### src/rtl/core/tx_descriptor_list_walker_macros.svh
// Assertion helpers for the transmit descriptor walker
`ifndef TX_DESCRIPTOR_LIST_WALKER_MACROS_SVH
`define TX_DESCRIPTOR_LIST_WALKER_MACROS_SVH

// same-cycle implication, checked outside reset
`define TDLW_ASSERT_IMPLIES(label, ante, cons) \
    label: assert property (@(posedge clk) disable iff (!rst_n) (ante) |-> (cons)) \
        else $error("tdlw check failed");

// next-cycle implication, checked outside reset
`define TDLW_ASSERT_NEXT(label, ante, cons) \
    label: assert property (@(posedge clk) disable iff (!rst_n) (ante) |=> (cons)) \
        else $error("tdlw check failed");

`endif

### src/rtl/core/tdlw_pkg.sv
`default_nettype none

package tdlw_pkg;

    // walk limits
    localparam int MAX_DESCRIPTORS = 64;
    localparam int MAX_FRAGMENTS   = 16;
    localparam int MAX_FRAME_BYTES = 4608;

    // header and fragment bits
    localparam int HDR_DONE_BIT   = 16;
    localparam int HDR_TX_IND_BIT = 15;
    localparam int HDR_DN_IND_BIT = 31;
    localparam int FRAG_END_BIT   = 31;
    localparam logic [31:0] HDR_DONE = 32'h0001_0000;

    // event codes
    localparam logic [2:0] ACT_WR_FULL = 3'd0;
    localparam logic [2:0] ACT_WR_LOW  = 3'd1;
    localparam logic [2:0] ACT_WR_HIGH = 3'd2;
    localparam logic [2:0] ACT_STALL   = 3'd3;
    localparam logic [2:0] ACT_UNSTALL = 3'd4;
    localparam logic [2:0] ACT_READ    = 3'd5;
    localparam logic [2:0] ACT_COPIED  = 3'd6;
    localparam logic [2:0] ACT_BUS_ERR = 3'd7;

    // request codes
    localparam logic [2:0] REQ_NONE  = 3'd0;
    localparam logic [2:0] REQ_READ  = 3'd1;
    localparam logic [2:0] REQ_COPY  = 3'd2;
    localparam logic [2:0] REQ_WRITE = 3'd3;
    localparam logic [2:0] REQ_SEND  = 3'd4;

    typedef enum logic [2:0] {
        PH_IDLE  = 3'd0,
        PH_NEXT  = 3'd1,
        PH_HDR   = 3'd2,
        PH_FADDR = 3'd3,
        PH_FLEN  = 3'd4,
        PH_COPY  = 3'd5
    } phase_t;

    typedef struct packed {
        logic [2:0]  action;
        logic [31:0] value;
    } event_t;

    typedef struct packed {
        logic [2:0]  request_kind;
        logic [31:0] bus_address;
        logic [31:0] request_data;
        logic [12:0] frame_offset;
        logic        download_done_flag;
        logic        transmit_done_flag;
        logic        adapter_fail_flag;
        logic [31:0] list_pointer_now;
        logic        engine_busy;
        logic        last_result;
    } result_t;

    // all results caused by one event
    typedef struct packed {
        logic [1:0]        cnt;
        result_t [2:0]     res;
    } bundle_t;

    // request with status fields left clear
    function automatic result_t mk_res(input logic [2:0] kind, input logic [31:0] addr,
                                       input logic [31:0] data, input logic [12:0] off,
                                       input logic dn, input logic tx, input logic fail);
        result_t r;
        r = '0;
        r.request_kind       = kind;
        r.bus_address        = addr;
        r.request_data       = data;
        r.frame_offset       = off;
        r.download_done_flag = dn;
        r.transmit_done_flag = tx;
        r.adapter_fail_flag  = fail;
        return r;
    endfunction

endpackage

`default_nettype wire

### src/rtl/core/tx_descriptor_list_walker.sv
// The results of an event are registered in the result buffer when the event is taken.
// Throughput: one event per cycle while each event yields one result and res_ready stays
// high; an event with two or three results holds the single result port until all are taken.
// A two-entry result buffer lets events keep arriving while a result waits.
// Reset (rst_n low, asynchronous) clears all walker state: idle, pointer zero, not stalled.
`default_nettype none

module tx_descriptor_list_walker (
    input  wire logic             clk,
    input  wire logic             rst_n,
    input  wire logic             evt_valid,
    output logic                  evt_ready,
    input  wire tdlw_pkg::event_t evt_data,
    output logic                  res_valid,
    input  wire logic             res_ready,
    output tdlw_pkg::result_t     res_data
);

    // walker state
    tdlw_pkg::phase_t phase_reg, phase_next;
    logic [31:0] list_pointer_reg, list_pointer_next;
    logic [31:0] walk_address_reg, walk_address_next;
    logic [31:0] next_descriptor_reg, next_descriptor_next;
    logic [31:0] frame_header_reg, frame_header_next;
    logic [31:0] frag_slot_reg, frag_slot_next;
    logic [31:0] payload_address_reg, payload_address_next;
    logic [4:0]  fragment_count_reg, fragment_count_next;
    logic [12:0] frame_length_reg, frame_length_next;
    logic [6:0]  descriptor_count_reg, descriptor_count_next;
    logic        last_frag_reg, last_frag_next;
    logic        stalled_reg, stalled_next;

    // result buffer
    tdlw_pkg::bundle_t fifo_reg [2];
    tdlw_pkg::bundle_t bundle_next;
    logic       wr_ptr_reg, rd_ptr_reg;
    logic [1:0] count_reg, count_next;
    logic [1:0] sub_reg;

    logic evt_fire, res_fire, pop_item;

    // shared decode
    logic        is_idle;
    logic [2:0]  act;
    logic [31:0] val;
    logic [31:0] lp_wr;
    logic        go_kick, go_after, go_cont, go_finish, go_chain, in_flen;
    logic [12:0] frag_len, room, len_c;
    logic        lfs_eff;
    logic [4:0]  fc_eff;
    logic [31:0] fsa_eff;
    logic [6:0]  dc_inc;

    assign evt_ready = (count_reg != 2'd2);
    assign evt_fire  = evt_valid && evt_ready;
    assign res_valid = (count_reg != 2'd0);
    assign res_data  = fifo_reg[rd_ptr_reg].res[sub_reg];
    assign res_fire  = res_valid && res_ready;
    assign pop_item  = res_fire && (sub_reg == fifo_reg[rd_ptr_reg].cnt - 2'd1);

    assign act     = evt_data.action;
    assign val     = evt_data.value;
    assign is_idle = (phase_reg == tdlw_pkg::PH_IDLE);

    // pointer after a write, used for the kick check
    always_comb
    begin
        lp_wr = list_pointer_reg;
        if (is_idle)
        begin
            case (act)
                tdlw_pkg::ACT_WR_FULL: lp_wr = val;
                tdlw_pkg::ACT_WR_LOW:  lp_wr = {list_pointer_reg[31:16], val[15:0]};
                tdlw_pkg::ACT_WR_HIGH: lp_wr = {val[15:0], list_pointer_reg[15:0]};
                default:               lp_wr = list_pointer_reg;
            endcase
        end
    end

    // kick: unstall clears the stall first
    assign go_kick = is_idle && (lp_wr != 32'd0) &&
                     (((act == tdlw_pkg::ACT_WR_FULL || act == tdlw_pkg::ACT_WR_HIGH)
                       && !stalled_reg) || act == tdlw_pkg::ACT_UNSTALL);

    // fragment length clamp against the room left in the frame
    assign frag_len = val[12:0];
    assign room     = (frame_length_reg < 13'(tdlw_pkg::MAX_FRAME_BYTES)) ?
                      (13'(tdlw_pkg::MAX_FRAME_BYTES) - frame_length_reg) : 13'd0;
    assign len_c    = (frag_len > room) ? room : frag_len;

    assign in_flen  = (act == tdlw_pkg::ACT_READ) && (phase_reg == tdlw_pkg::PH_FLEN);
    assign lfs_eff  = in_flen ? val[tdlw_pkg::FRAG_END_BIT] : last_frag_reg;
    assign fc_eff   = in_flen ? fragment_count_reg + 5'd1 : fragment_count_reg;
    assign fsa_eff  = in_flen ? frag_slot_reg + 32'd8 : frag_slot_reg;
    assign dc_inc   = descriptor_count_reg + 7'd1;

    // end of a fragment: zero-length pair or copy done
    assign go_after  = (in_flen && len_c == 13'd0) ||
                       (act == tdlw_pkg::ACT_COPIED && phase_reg == tdlw_pkg::PH_COPY);
    assign go_cont   = go_after && !lfs_eff && (fc_eff < 5'(tdlw_pkg::MAX_FRAGMENTS));
    assign go_finish = go_after && !go_cont;
    assign go_chain  = go_finish && (next_descriptor_reg != 32'd0) && !stalled_reg &&
                       (dc_inc < 7'(tdlw_pkg::MAX_DESCRIPTORS));

    // next state
    always_comb
    begin
        phase_next            = phase_reg;
        list_pointer_next     = lp_wr;
        walk_address_next     = walk_address_reg;
        next_descriptor_next  = next_descriptor_reg;
        frame_header_next     = frame_header_reg;
        frag_slot_next        = frag_slot_reg;
        payload_address_next  = payload_address_reg;
        fragment_count_next   = fragment_count_reg;
        frame_length_next     = frame_length_reg;
        descriptor_count_next = descriptor_count_reg;
        last_frag_next        = last_frag_reg;
        stalled_next          = stalled_reg;

        case (act)
            tdlw_pkg::ACT_STALL:   stalled_next = 1'b1;
            tdlw_pkg::ACT_UNSTALL: stalled_next = 1'b0;
            tdlw_pkg::ACT_READ:
            begin
                case (phase_reg)
                    tdlw_pkg::PH_NEXT:
                    begin
                        next_descriptor_next = val;
                        phase_next           = tdlw_pkg::PH_HDR;
                    end
                    tdlw_pkg::PH_HDR:
                    begin
                        frame_header_next = val;
                        if (val[tdlw_pkg::HDR_DONE_BIT])
                        begin
                            list_pointer_next = walk_address_reg;
                            phase_next        = tdlw_pkg::PH_IDLE;
                        end
                        else
                        begin
                            frag_slot_next      = walk_address_reg + 32'd8;
                            fragment_count_next = 5'd0;
                            frame_length_next   = 13'd0;
                            last_frag_next      = 1'b0;
                            phase_next          = tdlw_pkg::PH_FADDR;
                        end
                    end
                    tdlw_pkg::PH_FADDR:
                    begin
                        payload_address_next = val;
                        phase_next           = tdlw_pkg::PH_FLEN;
                    end
                    tdlw_pkg::PH_FLEN:
                    begin
                        last_frag_next      = lfs_eff;
                        fragment_count_next = fc_eff;
                        frag_slot_next      = fsa_eff;
                        if (len_c != 13'd0)
                        begin
                            frame_length_next = frame_length_reg + len_c;
                            phase_next        = tdlw_pkg::PH_COPY;
                        end
                    end
                    default: ;
                endcase
            end
            tdlw_pkg::ACT_BUS_ERR:
            begin
                if (phase_reg == tdlw_pkg::PH_NEXT || phase_reg == tdlw_pkg::PH_HDR)
                begin
                    list_pointer_next = walk_address_reg;
                    phase_next        = tdlw_pkg::PH_IDLE;
                end
                else if (!is_idle)
                begin
                    phase_next = tdlw_pkg::PH_IDLE;
                end
            end
            default: ;
        endcase

        // fragment done: fetch the next pair or close the descriptor
        if (go_cont)
        begin
            phase_next = tdlw_pkg::PH_FADDR;
        end
        else if (go_finish)
        begin
            descriptor_count_next = dc_inc;
            if (go_chain)
            begin
                walk_address_next = next_descriptor_reg;
                phase_next        = tdlw_pkg::PH_NEXT;
            end
            else
            begin
                list_pointer_next = next_descriptor_reg;
                phase_next        = tdlw_pkg::PH_IDLE;
            end
        end

        if (go_kick)
        begin
            descriptor_count_next = 7'd0;
            walk_address_next     = lp_wr;
            phase_next            = tdlw_pkg::PH_NEXT;
        end
    end

    // results of this event
    always_comb
    begin
        logic [2:0] n;
        n = 3'd0;
        bundle_next = '0;

        if (act == tdlw_pkg::ACT_READ)
        begin
            case (phase_reg)
                tdlw_pkg::PH_NEXT:
                begin
                    bundle_next.res[n[1:0]] = tdlw_pkg::mk_res(tdlw_pkg::REQ_READ,
                        walk_address_reg + 32'd4, 32'd0, 13'd0, 1'b0, 1'b0, 1'b0);
                    n = n + 3'd1;
                end
                tdlw_pkg::PH_HDR:
                begin
                    if (!val[tdlw_pkg::HDR_DONE_BIT])
                    begin
                        bundle_next.res[n[1:0]] = tdlw_pkg::mk_res(tdlw_pkg::REQ_READ,
                            walk_address_reg + 32'd8, 32'd0, 13'd0, 1'b0, 1'b0, 1'b0);
                        n = n + 3'd1;
                    end
                end
                tdlw_pkg::PH_FADDR:
                begin
                    bundle_next.res[n[1:0]] = tdlw_pkg::mk_res(tdlw_pkg::REQ_READ,
                        frag_slot_reg + 32'd4, 32'd0, 13'd0, 1'b0, 1'b0, 1'b0);
                    n = n + 3'd1;
                end
                tdlw_pkg::PH_FLEN:
                begin
                    if (len_c != 13'd0)
                    begin
                        bundle_next.res[n[1:0]] = tdlw_pkg::mk_res(tdlw_pkg::REQ_COPY,
                            payload_address_reg, {19'd0, len_c}, frame_length_reg,
                            1'b0, 1'b0, 1'b0);
                        n = n + 3'd1;
                    end
                end
                default: ;
            endcase
        end

        // next fragment pair
        if (go_cont)
        begin
            bundle_next.res[n[1:0]] = tdlw_pkg::mk_res(tdlw_pkg::REQ_READ, fsa_eff,
                32'd0, 13'd0, 1'b0, 1'b0, 1'b0);
            n = n + 3'd1;
        end

        // send a non-empty frame, write back, then follow the chain if allowed
        if (go_finish)
        begin
            if (frame_length_reg != 13'd0)
            begin
                bundle_next.res[n[1:0]] = tdlw_pkg::mk_res(tdlw_pkg::REQ_SEND, 32'd0,
                    {19'd0, frame_length_reg}, 13'd0, 1'b0, 1'b0, 1'b0);
                n = n + 3'd1;
            end
            bundle_next.res[n[1:0]] = tdlw_pkg::mk_res(tdlw_pkg::REQ_WRITE,
                walk_address_reg + 32'd4, frame_header_reg | tdlw_pkg::HDR_DONE, 13'd0,
                frame_header_reg[tdlw_pkg::HDR_DN_IND_BIT],
                frame_header_reg[tdlw_pkg::HDR_TX_IND_BIT], 1'b0);
            n = n + 3'd1;
            if (go_chain)
            begin
                bundle_next.res[n[1:0]] = tdlw_pkg::mk_res(tdlw_pkg::REQ_READ,
                    next_descriptor_reg, 32'd0, 13'd0, 1'b0, 1'b0, 1'b0);
                n = n + 3'd1;
            end
        end

        if (go_kick)
        begin
            bundle_next.res[n[1:0]] = tdlw_pkg::mk_res(tdlw_pkg::REQ_READ, lp_wr,
                32'd0, 13'd0, 1'b0, 1'b0, 1'b0);
            n = n + 3'd1;
        end

        // bus error while a read or copy is outstanding
        if (act == tdlw_pkg::ACT_BUS_ERR && !is_idle)
        begin
            bundle_next.res[n[1:0]] = tdlw_pkg::mk_res(tdlw_pkg::REQ_NONE, 32'd0,
                32'd0, 13'd0, 1'b0, 1'b0, 1'b1);
            n = n + 3'd1;
        end

        // status-only result when nothing is requested
        if (n == 3'd0)
        begin
            bundle_next.res[0] = tdlw_pkg::mk_res(tdlw_pkg::REQ_NONE, 32'd0, 32'd0,
                13'd0, 1'b0, 1'b0, 1'b0);
            n = 3'd1;
        end

        bundle_next.cnt = n[1:0];
        for (int k = 0; k < 3; k++)
        begin
            bundle_next.res[k].list_pointer_now = list_pointer_next;
            bundle_next.res[k].engine_busy      = (phase_next != tdlw_pkg::PH_IDLE);
            bundle_next.res[k].last_result      = (3'(k) == n - 3'd1);
        end
    end

    // buffer occupancy
    always_comb
    begin
        count_next = count_reg;
        if (evt_fire && !pop_item)
        begin
            count_next = count_reg + 2'd1;
        end
        else if (!evt_fire && pop_item)
        begin
            count_next = count_reg - 2'd1;
        end
    end

    // walker state registers
    always_ff @(posedge clk or negedge rst_n)
    begin
        if (!rst_n)
        begin
            phase_reg            <= tdlw_pkg::PH_IDLE;
            list_pointer_reg     <= '0;
            walk_address_reg     <= '0;
            next_descriptor_reg  <= '0;
            frame_header_reg     <= '0;
            frag_slot_reg        <= '0;
            payload_address_reg  <= '0;
            fragment_count_reg   <= '0;
            frame_length_reg     <= '0;
            descriptor_count_reg <= '0;
            last_frag_reg        <= 1'b0;
            stalled_reg          <= 1'b0;
        end
        else if (evt_fire)
        begin
            phase_reg            <= phase_next;
            list_pointer_reg     <= list_pointer_next;
            walk_address_reg     <= walk_address_next;
            next_descriptor_reg  <= next_descriptor_next;
            frame_header_reg     <= frame_header_next;
            frag_slot_reg        <= frag_slot_next;
            payload_address_reg  <= payload_address_next;
            fragment_count_reg   <= fragment_count_next;
            frame_length_reg     <= frame_length_next;
            descriptor_count_reg <= descriptor_count_next;
            last_frag_reg        <= last_frag_next;
            stalled_reg          <= stalled_next;
        end
    end

    // result buffer control
    always_ff @(posedge clk or negedge rst_n)
    begin
        if (!rst_n)
        begin
            wr_ptr_reg <= 1'b0;
            rd_ptr_reg <= 1'b0;
            count_reg  <= 2'd0;
            sub_reg    <= 2'd0;
        end
        else
        begin
            count_reg <= count_next;
            if (evt_fire)
            begin
                wr_ptr_reg <= ~wr_ptr_reg;
            end
            if (pop_item)
            begin
                rd_ptr_reg <= ~rd_ptr_reg;
                sub_reg    <= 2'd0;
            end
            else if (res_fire)
            begin
                sub_reg <= sub_reg + 2'd1;
            end
        end
    end

    // result buffer payload
    always_ff @(posedge clk)
    begin
        if (evt_fire)
        begin
            fifo_reg[wr_ptr_reg] <= bundle_next;
        end
    end

`include "tx_descriptor_list_walker_macros.svh"

    `TDLW_ASSERT_IMPLIES(a_bundle_index, res_valid,
        (fifo_reg[rd_ptr_reg].cnt != 2'd0) && (sub_reg < fifo_reg[rd_ptr_reg].cnt))
    `TDLW_ASSERT_IMPLIES(a_copy_length, phase_reg == tdlw_pkg::PH_COPY,
        (frame_length_reg != 13'd0) &&
        (frame_length_reg <= 13'(tdlw_pkg::MAX_FRAME_BYTES)))
    `TDLW_ASSERT_IMPLIES(a_frag_limit, phase_reg == tdlw_pkg::PH_FLEN,
        fragment_count_reg < 5'(tdlw_pkg::MAX_FRAGMENTS))
    `TDLW_ASSERT_NEXT(a_stall_taken,
        evt_fire && evt_data.action == tdlw_pkg::ACT_STALL, stalled_reg)

endmodule

`default_nettype wire

### config.mk
export PLATFORM = sky130hd
export DESIGN_NAME = tx_descriptor_list_walker
export DESIGN_NICKNAME = d
export VERILOG_FILES = /design/src/rtl/core/tdlw_pkg.sv /design/src/rtl/core/tx_descriptor_list_walker.sv
export VERILOG_INCLUDE_DIRS = /design/src /design/src/rtl/core
export SDC_FILE = /design/constraint.sdc
export NUM_CORES = 1
export LEC_CHECK = 0
export ABC_AREA = 1
export BUFFER_PORTS_ARGS = -buffer_cell sky130_fd_sc_hd__buf_2
export CORE_UTILIZATION = 35
export CTS_BUF_LIST = sky130_fd_sc_hd__clkbuf_4 sky130_fd_sc_hd__clkbuf_8 sky130_fd_sc_hd__clkbuf_16
export DETAILED_ROUTE_END_ITERATION = 16
export HOLD_SLACK_MARGIN = 0.02
export MAX_ROUTING_LAYER = met4
export SLEW_MARGIN = 10
export SYNTH_ARGS = -nofsm -noshare
export SYNTH_HDL_FRONTEND = slang
export SYNTH_SLANG_ARGS = --single-unit
### constraint.sdc
create_clock -name clk -period 14.1 [get_ports clk]
set_clock_uncertainty 0.1 [all_clocks]
set_input_delay 1.41 -clock clk [delete_from_list [all_inputs] [get_ports clk]]
set_output_delay 1.41 -clock clk [all_outputs]
set_load 0.02 [all_outputs]
==> results.md <==
* Max cap viols at 0
* RSZ-0062 raised after global routing: no
* CTS buffer count at 81
* Die Area at 113400 um^2
* Drt drc at 0
* Crit Path Max Fanout at 56
* Worst R2R End: fifo_reg[0][210]$_DFFE_PP_
* Worst r2r path cells at 38
* Initial antenna violation count at 9
* Hold WC Path Type: flop to flop
* Via/cell ratio at roughly 5.7
* Max VDD drop at 0.1218 mV
* Clock Path Buffers at 3
* CP dominant cell by count: nand2_1
* CTS Hold Bufs at 0
* Number of global-route vias before repair at between 30k and 40k
* Detailed Place HPWL at 117100 um
* Post-layout min period at 9147 ps
* WP data arrival at 9500 ps
* Gr usage total at roughly 29%
* Slew HR at a little under an eighth
* Post-CTS sizing at 0
* Switching share of power at a little under half
* Slew Viols, Final at 0
* Max Freq at 109.3 MHz
* Final Hold Violating Endpoints at 0
* Largest net degree at the start of global routing at 137
* Area growth syn-to-layout at 12.43%
* Status: completed
* CTS sink count at around 730
* First-pass GRT wire length at between 200000 and 250000 um
* Switching Power at 4.703 mW
* Crit. End Element: flop
* Synth async-reset ratio at 30.97%
* Final GP Congestion at about 1.1
* Actual slew at the worst max-slew pin at 1308 ps
* Overall Power at ~10 mW
* Netlist Area Pre-Place at ~39000 um^2
* Reg clk slew, reported paths at roughly 60 ps
* Top FF cell, synth: edfxtp_1
* Setup Viol. Count Final at 0
* Total core area at ~110000 um^2
* Wire per inst at 26.46 um
* Max reg flops at 506
* Row count at between 100 and 150
* Setup bufs post-CTS at 0
* TNS Setup at 0 ps
* Hold EP: list_pointer_reg[8]$_DFFE_PN0P_
* Sequential area share after synthesis at a little over half
* Clock root buffer: clkbuf_16
* Comb pwr share at a little under half
* Crit path launch type: flop
* Clock tree from TritonCTS: done
* Period utilisation layout at 64.87%
* Hold Startpoint: list_pointer_reg[8]$_DFFE_PN0P_
* Worst-Skew Late Latency at slightly below 700 ps
* Crit path required time at ~14000 ps
* Seq pwr share at around 34%
* Cells after Synth at approximately 4.6k
* CTS H-tree lvls at 3
* Slowest CP cell: ha_2
* Total global routing overflow at 0
* Start of the worst register-to-register path: frame_length_reg[0]$_DFFE_PN0P_
* Crit Path Class: flop to flop
* Die Width at about 340 um
* Final Net Count at 4727
* R2R Setup Slk at 4950 ps
* Lkg Pwr at around 17 nW
* Synth Warn # at 0
* Internal Power at around 5.4 mW
* Cell Pwr Density at 229.1 nW/um^2
* Final WL at around 160000 um
* Syn nets at ~4.7k
* Layout cells sized above 1 at 9.236%
* First DRT Iteration DRCs at 4893
* Register bit count reported by yosys at between 700 and 800
* Worst path max stage delay at 940 ps
* Io pins at 158
* Hold depth at 2
* Die Ht at around 340 um
* First-pass DRT Iterations at 7
* Detail Route Antenna Nets at 0
* Post-synthesis cell type count at 54
* Syn avg cell area at about 8.6 um^2
* Port Buf Inserts at approximately 160
* Starting Density at between 30% and 40%
* Via count at between 30k and 40k
* Number of synthesized flops with an enable pin at a little over 500
* Clk pwr share at between 20% and 30%
-- layout by cell type, fill, tap and decap left out, types with 13 or more instances in the layout --
master       n
clkbuf_16   81
a21oi_1    111
edfxtp_1   506
clkbuf_4    13
a22oi_1     19
nor4_1      14
nand4_1     39
nand3_1    188
nand2_1    879
o211ai_1    49
clkinv_1    29
o21ai_1     33
ha_1        50
dfrtp_1    226
o221ai_1    62
o2111ai_1   14
o22ai_1    107
o21ai_0    741
nor2_1     618
inv_1      378
buf_4       86
nand2_2     15
xor2_1      83
nor3_1      65
buf_2      156
inv_2       13
-- worst max-delay path: cells and delay by family (launching register included) --
kind,cells,cell delay (ps)
AND/OR/NAND/NOR,20,3410
flip-flops,1,370
buffers and inverters,8,1790
AO/OA/AOI/OAI,6,1340
adder cells (fa/ha/maj),4,1890
-- logic make-up after synthesis --
group,share of synthesized area [%]
buf+inv,6.827
fa+ha+maj,1.729
simple gates,19.31
flops,53.23
compound gates,16.85
mux,0.02552
xor+xnor,2.032
-- cell usage after synthesis, drive strengths merged (62+ instances only) --
library cell	number	area share, %
nand2	897	8.7
o21ai	776	9.9
nor2	635	6.2
edfxtp	506	39
inv	394	3.8
dfrtp	227	14
clkbuf	196	1.9
nand3	193	2.5
a21oi	112	1.4
o22ai	107	1.7
xor2	83	1.9
buf	74	1.1
nor3	67	0.88
o221ai	62	1.4
-- area by class of cell --
class                   instances  area [um^2]
inverters                     399         1508
flip-flops and latches        733        20880
diodes                          9        22.52
well taps                    1488         1862
multi-input cells            3176        15720
repair buffers                244         1461
clock buffers                 101         2221
fillers                     11270        66730
clock inverters                46        415.4
-- how the worst max path moves through the flow --
stage / startpoint / cells past startpoint / endpoint
floorplan: evt_valid / 3 / fifo_reg[1][0]$_DFFE_PP_
global placement: evt_data[34] / 26 / fifo_reg[0][207]$_DFFE_PP_
detailed placement: evt_data[34] / 32 / fifo_reg[1][99]$_DFFE_PP_
CTS: frame_length_reg[0]$_DFFE_PN0P_ / 38 / fifo_reg[0][210]$_DFFE_PP_
global route: frame_length_reg[0]$_DFFE_PN0P_ / 38 / fifo_reg[1][206]$_DFFE_PP_
finish: frame_length_reg[0]$_DFFE_PN0P_ / 38 / fifo_reg[0][210]$_DFFE_PP_
-- through the flow --
step | util, % | cells | area (um^2) | hold slack, ps | setup WS, ps
global placement | 37.39 | 6040 | 41430 | 361.9 | 5275
global route | 39.78 | 6191 | 44080 | 399.9 | 4315
floorplan | - | 4578 | 39220 | 345.8 | 857.3
CTS | 39.77 | 6187 | 44070 | 382.5 | 5063
finish | 39.79 | 6196 | 44090 | 381.6 | 4953
detailed placement | 37.39 | 6040 | 41430 | 366.5 | 5027
-- power groups by stage --
stage	sequential, mW	combinational [mW]	clock [mW]
6_report	3.41	4.56	2.14
5_1_grt	3.46	4.90	2.24
4_1_cts	3.39	4.51	2.16
3_5_place_dp	3.43	4.49	0
3_3_place_gp	3.42	4.49	0
2_1_floorplan	3.43	2.72	0
-- metal layers --
| metal | vias up | GRT usage [%] | routed length [um] |
|---|---|---|---|
| li1 | 15850 | - | - |
| met1 | 17230 | 38.73 | 68410 |
| met2 | 1837 | 42.41 | 70890 |
| met3 | 345 | 6.166 | 15760 |
| met4 | 0 | 14.73 | 8893 |
| met5 | - | - | 0 |
No activity file was read; power rests on OpenSTA's default activity.
